**src/rtl/core/brsi_pkg.sv**
```systemverilog
// ----------------------------------------------------------------------------
// brsi_pkg
// types and constants shared by the range set iterator cells and top level
// ----------------------------------------------------------------------------
package brsi_pkg;

	localparam int BLK_W = 32;
	localparam int ST_W  = 3;

	localparam logic [BLK_W-1:0] RST_LO = 32'h0000_0001;
	localparam logic [BLK_W-1:0] RST_HI = 32'hFFFF_FFFF;

	localparam logic [ST_W-1:0] ST_OK       = 3'd0;
	localparam logic [ST_W-1:0] ST_EMPTY    = 3'd1;
	localparam logic [ST_W-1:0] ST_MISS_ERR = 3'd2;
	localparam logic [ST_W-1:0] ST_MISS_OK  = 3'd3;
	localparam logic [ST_W-1:0] ST_FULL     = 3'd4;

	localparam logic OP_NEXT    = 1'b0;
	localparam logic OP_EXCLUDE = 1'b1;

	// what a cell shows its neighbors
	typedef struct packed {
		logic [BLK_W-1:0] lo;
		logic [BLK_W-1:0] hi;
		logic             valid;
		logic             ge;    // range lies at or above the target block
		logic             hit;   // range holds the target block
	} brsi_view_t;

	// running result of the lookup sweep
	typedef struct packed {
		logic hit;
		logic split;
		logic del;
	} brsi_scan_t;

	// broadcast update command
	typedef struct packed {
		logic             commit;
		logic             split;
		logic             del;
		logic [BLK_W-1:0] blk;
	} brsi_cmd_t;

endpackage

```
**src/rtl/core/brsi_cell.sv**
```systemverilog
// ----------------------------------------------------------------------------
// brsi_cell
// one range slot: compares against the target, passes the lookup sweep on,
// and trims, splits into or shifts from its neighbors on commit
// ----------------------------------------------------------------------------
module brsi_cell #(
	parameter bit HEAD = 1'b0
) (
	input  logic                 clk,
	input  logic                 arst_n,
	input  brsi_pkg::brsi_cmd_t  cmd,
	input  brsi_pkg::brsi_view_t left,
	input  brsi_pkg::brsi_view_t right,
	input  brsi_pkg::brsi_scan_t scan_in,
	output brsi_pkg::brsi_view_t view,
	output brsi_pkg::brsi_scan_t scan_out
);

	logic [brsi_pkg::BLK_W-1:0] lo_q;
	logic [brsi_pkg::BLK_W-1:0] hi_q;
	logic                       valid_q;
	brsi_pkg::brsi_scan_t       scan_q;
	logic                       ge;
	logic                       hit;
	logic                       split;
	logic                       del;

	assign ge    = valid_q && (hi_q >= cmd.blk);
	assign hit   = ge && (lo_q <= cmd.blk);
	assign split = hit && (lo_q < cmd.blk) && (cmd.blk < hi_q);
	assign del   = hit && (lo_q == hi_q);

	assign view.lo    = lo_q;
	assign view.hi    = hi_q;
	assign view.valid = valid_q;
	assign view.ge    = ge;
	assign view.hit   = hit;

	assign scan_out = scan_q;

	always_ff @(posedge clk or negedge arst_n) begin
		if (!arst_n) begin
			scan_q <= '0;
		end else begin
			scan_q.hit   <= scan_in.hit | hit;
			scan_q.split <= scan_in.split | split;
			scan_q.del   <= scan_in.del | del;
		end
	end

	always_ff @(posedge clk or negedge arst_n) begin
		if (!arst_n) begin
			lo_q    <= brsi_pkg::RST_LO;
			hi_q    <= brsi_pkg::RST_HI;
			valid_q <= HEAD;
		end else if (cmd.commit) begin
			if (cmd.del) begin
				// entries from the deleted one upward pull from the right
				if (ge) begin
					lo_q    <= right.lo;
					hi_q    <= right.hi;
					valid_q <= right.valid;
				end
			end else if (cmd.split) begin
				if (left.ge) begin
					valid_q <= left.valid;
					if (left.hit) begin
						lo_q <= cmd.blk + 1'b1;
						hi_q <= left.hi;
					end else begin
						lo_q <= left.lo;
						hi_q <= left.hi;
					end
				end else if (hit) begin
					hi_q <= cmd.blk - 1'b1;
				end
			end else if (hit) begin
				if (lo_q == cmd.blk) begin
					lo_q <= lo_q + 1'b1;
				end else begin
					hi_q <= hi_q - 1'b1;
				end
			end
		end
	end

endmodule

```
**config.mk**
```make
export PLATFORM = sky130hd
export DESIGN_NAME = brsi_cell
export DESIGN_NICKNAME = d
export VERILOG_FILES = /design/src/rtl/core/brsi_pkg.sv /design/src/rtl/core/brsi_cell.sv
export SDC_FILE = /design/constraint.sdc
export NUM_CORES = 1
export LEC_CHECK = 0
export ABC_CLOCK_PERIOD_IN_PS = 4400
export BUFFER_PORTS_ARGS = -buffer_cell sky130_fd_sc_hd__buf_4
export CAP_MARGIN = 0
export CORE_MARGIN = 5
export CORE_UTILIZATION = 35
export CTS_CLUSTER_SIZE = 8
export DETAILED_ROUTE_END_ITERATION = 8
export SLEW_MARGIN = 10
export SYNTH_ARGS = -nofsm -noshare
export SYNTH_HDL_FRONTEND = slang
export SYNTH_SLANG_ARGS = --single-unit
```
**constraint.sdc**
```tcl
create_clock -name clk -period 4.4 [get_ports clk]
set_input_delay 0.44 -clock clk [delete_from_list [all_inputs] [get_ports clk]]
set_output_delay 0.44 -clock clk [all_outputs]
set_load 0.03 [all_outputs]
```
== Yosys cells after proc, flatten, opt, wreduce, memory -nomap -nowiden ==
Index checks and enable logic that the tools add are counted.
Storage, ports and cells
  flip-flop bits (word level): 68
  latch bits: 0
  memory bits (writable): 0
  bits in read-only memories: 0
  word-level logic and storage cells: 53
  memories: 0
Operators by class
  add/sub/neg operators: 4
  $mul: 0
  div/mod/pow operators: 0
  order comparisons: 4
  equal/unequal tests: 5
  shift operators: 0
  multiplexer cells: 18
  bitwise logic cells: 3
  reductions and logical operators: 13
Operators with widths (count)
  32-bit two-way mux: 14
  32-bit by 1-bit adder with 32-bit output (second input constant): 2
  32-bit == test: 2
  32-bit < comparator: 2
  32-bit by 1-bit subtractor with 32-bit output (second input constant): 2
  32-bit >= comparator: 1
  32-bit less-or-equal comparator: 1
  5-bit AND reduction: 2
  3-bit nonzero test: 3
  1-bit logical AND: 5
  1-bit two-way mux: 4
  4-bit AND reduction: 1
  2-bit nonzero test: 2
  3-bit by 2-bit inequality test with 1-bit output (second input constant): 1
  3-bit inequality test (second input constant): 1
  1-bit OR: 3
  2-bit by 1-bit inequality test with 1-bit output (second input constant): 1

== Longest topological paths before layout ==
  depth in word-level cells: 7
  depth in mapped cells: 13
  gate-level depth less buffers: 10

== Worst setup path before layout ==
OpenSTA, ideal clock, no wires.
  path type: register to output
  from: register hi_q[7] (netlist name)
  to: output view[0] (netlist name)
  arrival time: 2.919 ns
  path slack: 1.041 ns
  cell stages (with the launch flop): 13
  buffers on the path: 3
  cell sequence: dfstp_2 -> inv_1 -> ha_1 -> a21oi_1 -> o21ai_0 -> a221o_1 -> or3_1 -> o211ai_1 -> nand3_1 -> clkbuf_1 -> clkbuf_1 -> inv_1 -> buf_4
On the way
  cells in the longest elaborated chain, start to end: 3
Ends and longest elaborated chain
  from (decl): line brsi_cell.sv:20  | logic [brsi_pkg::BLK_W-1:0] hi_q;
  from (signal assigned): line brsi_cell.sv:54  | hi_q <= brsi_pkg::RST_HI;
  from (signal assigned): line brsi_cell.sv:61  | hi_q <= right.hi;
  from (signal assigned): line brsi_cell.sv:69  | hi_q <= left.hi;
  32-bit >= comparator: line brsi_cell.sv:28  | assign ge = valid_q && (hi_q >= cmd.blk);
  1-bit logical AND: line brsi_cell.sv:28
  net ge: line brsi_cell.sv:23  | logic ge;
  1-bit logical AND: line brsi_cell.sv:29  | assign hit = ge && (lo_q <= cmd.blk);
  to (decl): line brsi_cell.sv:15  | output brsi_pkg::brsi_view_t view,
The timed path passes the listed nets, and every way through them passes these cells.

== Worst setup path after layout ==
  from: register hi_q[7] (netlist name)
  to: register hi_q[15] (netlist name)
On the way
  cells in the longest elaborated chain, start to end: 5
Ends and longest elaborated chain (line)
  32-bit by 1-bit subtractor with 32-bit output or 32-bit >= comparator (tied branches): brsi_cell.sv:81, brsi_cell.sv:28
  32-bit two-way mux or 1-bit logical AND (tied branches): brsi_cell.sv:78, brsi_cell.sv:28
  32-bit two-way mux or 1-bit logical AND (tied branches): brsi_cell.sv:77, brsi_cell.sv:29
  32-bit two-way mux or 3-bit nonzero test (tied branches)
  32-bit two-way mux or 5-bit AND reduction (tied branches)
Several ways; a longest one is shown, not always the timed one. The select of a mux whose other input is x is not followed.
A chain may end at the register's enable or synchronous reset.

==> flow_summary_export.csv <==
group,metric,value,unit
detailed_routing,num_vias,9734,
layout,drive_above_1_share,0.260,
detailed_routing,ant_nets,0,
floorplanning,start_util,0.353,
synthesis,synthCells,1129,
synthesis,ys.flop_type,"dfrtp_1",
synthesis,synth-edff-count,0,
grt,antenna_found_initial,0,
grt,grt_pass1_vias,9657,
timing,final_hold_viol_count,0,
critical_path,worstSetupPathType,"flip-flop to flip-flop",
floorplanning,io_pins,244,
timing,worst_clock_skew,11.3,ps
critical_path,endpoint,"hi_q[15]",
min_path,hold_class,"input pin to async pin",
clock_network,clkTransAtPathRegs,60,ps
layout,final_util,0.454,
clock_network,cts_buffers,9,
clock_network,clkSinkCount,68,
critical_path,path_max_fanout,14,
power_and_ir_drop,irDropWorstVdd,0.000239,V
layout,syn_to_final_growth,28.7,%
detailed_routing,wl_per_cell,22.5,µm
synthesis,syn-num-nets,1371,
timing,drv_slew,0,
power_and_ir_drop,power_per_cell_area,589,nW/µm²
critical_path,reg2reg_depth,11,
critical_path,arrival,4190,ps
detailed_routing,wl,37600,µm
floorplanning,core_area,24100,µm²
synthesis,synth.avg_cell_area,7.53,µm²
synthesis,ys_seq_elements,68,
clock_network,post_cts.repair.setup_buffers,0,
timing,fin_setup_tns,0,ps
synthesis,syn_area,8510,µm²
layout,fillers,2530,
timing,setup_viol,0,
layout,layout.nets,1580,
clock_network,cts_resized,0,
synthesis,yosysUniqueCellTypes,67,
clock_network,clock-root-buffer,"clkbuf_16",
grt,grt-ovfl-total,0,
clock_network,cts_tree,"built",
timing,min_period_over_period,0.891,
placed_design,dp_hpwl,29100,µm
layout,final_cell_count_no_fill,1668,
floorplanning,die_w,166,µm
status,status,"completed",
run,drv_cap,0,
critical_path,crit_required,4670,ps
placed_design,port-buffer-count,241,
grt,grt_pass1_wl,57200,µm
floorplanning,dieArea,27500,µm²
placed_design,dp.cells,1651,
timing,setup_ws,478,ps
clock_network,htree_levels,3,
detailed_routing,detail_route.first_pass.iterations,6,
placed_design,place_area,10700,µm²
power_and_ir_drop,p_leak,4.70,nW
placed_design,dp_slack,540,ps
timing,worstMarginPinSlew,1060,ps
floorplanning,fp-row-count,57,
synthesis,ys_warn_count,0,
timing,rsz0062_at_grt,"false",
critical_path,r2r_slack,480,ps
layout,design_area,10900,µm²
timing,min_period,3920,ps
synthesis,synth_seq_area_share,0.205,
floorplanning,die_y,166,µm
detailed_routing,drt_iter0_drc,888,
placed_design,gp_congestion,0.940,
clock_network,insertion_delay,350,ps
critical_path,critPathLaunch,"hi_q[7]",
detailed_routing,drcViolationCount,0,
clock_network,cts_buffer_depth,2,
grt,grtUsageTotal,0.263,
critical_path,rr_endpoint,"hi_q[15]",
critical_path,crit_path_start_kind,"flip-flop",
synthesis,async_flop_share,1.00,
grt,grt_max_degree,69,
clock_network,hold_buffers,0,
critical_path,critPathCaptureType,"flip-flop",
timing,fmax,255,MHz
critical_path,r2r-start,"hi_q[7]",
timing,slew_headroom,0.291,
detailed_routing,viasPerCell,5.84,
==> registers in the layout, indices dropped and copies added (netlist names) <==
name,cells
hi_q,32
lo_q,32
scan_out,3
valid_q,1
==> worst min-delay path by stage <==
stage,from,to,slack [ps]
4_1_cts,scan_in[0],scan_out[0],270
6_report,arst_n,lo_q[5],250
5_1_grt,scan_in[0],scan_out[0],280
3_3_place_gp,hi_q[23],hi_q[23],550
2_1_floorplan,arst_n,lo_q[10],140
3_5_place_dp,hi_q[23],hi_q[23],560
==> cell families after synthesis <==
family / after synthesis / share of synthesized area
AND/OR/NAND/NOR: 378 / 0.224
AO/OA/AOI/OAI: 302 / 0.224
buffers and inverters: 149 / 0.0688
XOR/XNOR: 120 / 0.124
adder cells (fa/ha/maj): 68 / 0.100
flip-flops: 68 / 0.205
multiplexers: 44 / 0.0547
==> cells in the final DEF (no fill, tap or decap), types with 6 or more instances in the layout <==
cell type	count
o211ai_1	19
mux2i_1	24
xnor2_1	113
nand3_1	37
dfrtp_1	35
ha_1	68
mux2_2	18
o31ai_1	8
dfstp_2	33
or3_1	13
or4_1	6
o311ai_0	9
a211oi_1	14
nor3_1	29
xor2_1	7
nor4_1	17
nor2_1	81
nor2b_1	7
and3_1	24
a21oi_1	89
and4_1	7
buf_4	270
nand4_1	38
a221oi_1	9
inv_1	77
o21ai_0	85
nand2_1	100
a222oi_1	8
clkbuf_16	9
==> metal layers <==
metal | wire, µm | part of all wire | GRT usage
met5 | 0 | 0 | 0
met2 | 16900 | 0.45 | 0.414
met1 | 16400 | 0.44 | 0.364
met4 | 1350 | 0.036 | 0.0972
met3 | 2960 | 0.079 | 0.0414
==> through the flow <==
step	hold slack [ps]	power, mW
global route	284	6.83
CTS	266	6.40
detailed placement	559	5.63
finish	247	6.45
global placement	551	5.57
floorplan	144	4.02
==> synthesized netlist by cell type, types with 3 or more instances <==
library cell / count / area share
a211oi_1: 14 / 0.012
a21o_1: 5 / 0.0044
a21oi_1: 89 / 0.052
a221o_1: 5 / 0.0059
a221oi_1: 9 / 0.0093
a222oi_1: 8 / 0.0094
a2bb2oi_1: 3 / 0.0031
a31o_2: 4 / 0.0041
a31oi_1: 5 / 0.0037
and3_1: 24 / 0.018
and4_1: 7 / 0.0072
buf_2: 6 / 0.0035
buf_4: 3 / 0.0026
clkbuf_1: 60 / 0.026
dfrtp_1: 35 / 0.10
dfstp_2: 33 / 0.10
ha_1: 68 / 0.10
inv_1: 77 / 0.034
mux2_2: 18 / 0.024
mux2i_1: 24 / 0.028
nand2_1: 100 / 0.044
nand2b_1: 3 / 0.0022
nand3_1: 37 / 0.022
nand4_1: 38 / 0.028
nor2_1: 83 / 0.037
nor2b_1: 7 / 0.0051
nor3_1: 29 / 0.017
nor4_1: 17 / 0.013
o211ai_1: 19 / 0.017
o21ai_0: 85 / 0.050
o21ai_1: 5 / 0.0029
o22ai_1: 5 / 0.0037
o311ai_0: 9 / 0.0093
o31a_1: 3 / 0.0031
o31ai_1: 8 / 0.0071
o41ai_1: 4 / 0.0041
or3_1: 13 / 0.0096
or4_1: 6 / 0.0053
xnor2_1: 113 / 0.12
xor2_1: 7 / 0.0072
==> power by group <==
part | switching [mW] | internal (mW) | total, mW
Combinational | 2.34 | 1.62 | 3.96
Sequential | 0.692 | 1.05 | 1.74
Clock | 0.296 | 0.455 | 0.751
==> layout make-up <==
class,instances,area [µm²],share of cell area
clock inverter,2,35.0,0.00320
sequential,68,1740,0.159
multi-input combinational,912,6190,0.566
inverter,77,289,0.0264
clock buffer,14,254,0.0232
tap,324,405,0.0370
antenna,1,2.50,0.000229
timing repair buffer,270,2030,0.185
==> worst max-delay path, stage by stage, from the launching register on <==
cell	delay, ps
dfstp_2	650
inv_1	110
ha_1	320
a21oi_1	140
o21ai_0	130
a221o_1	360
or3_1	360
o211ai_1	240
nand3_1	150
o21ai_2	860
buf_4	310
mux2i_1	200
No activity file was read; power rests on OpenSTA's default activity.
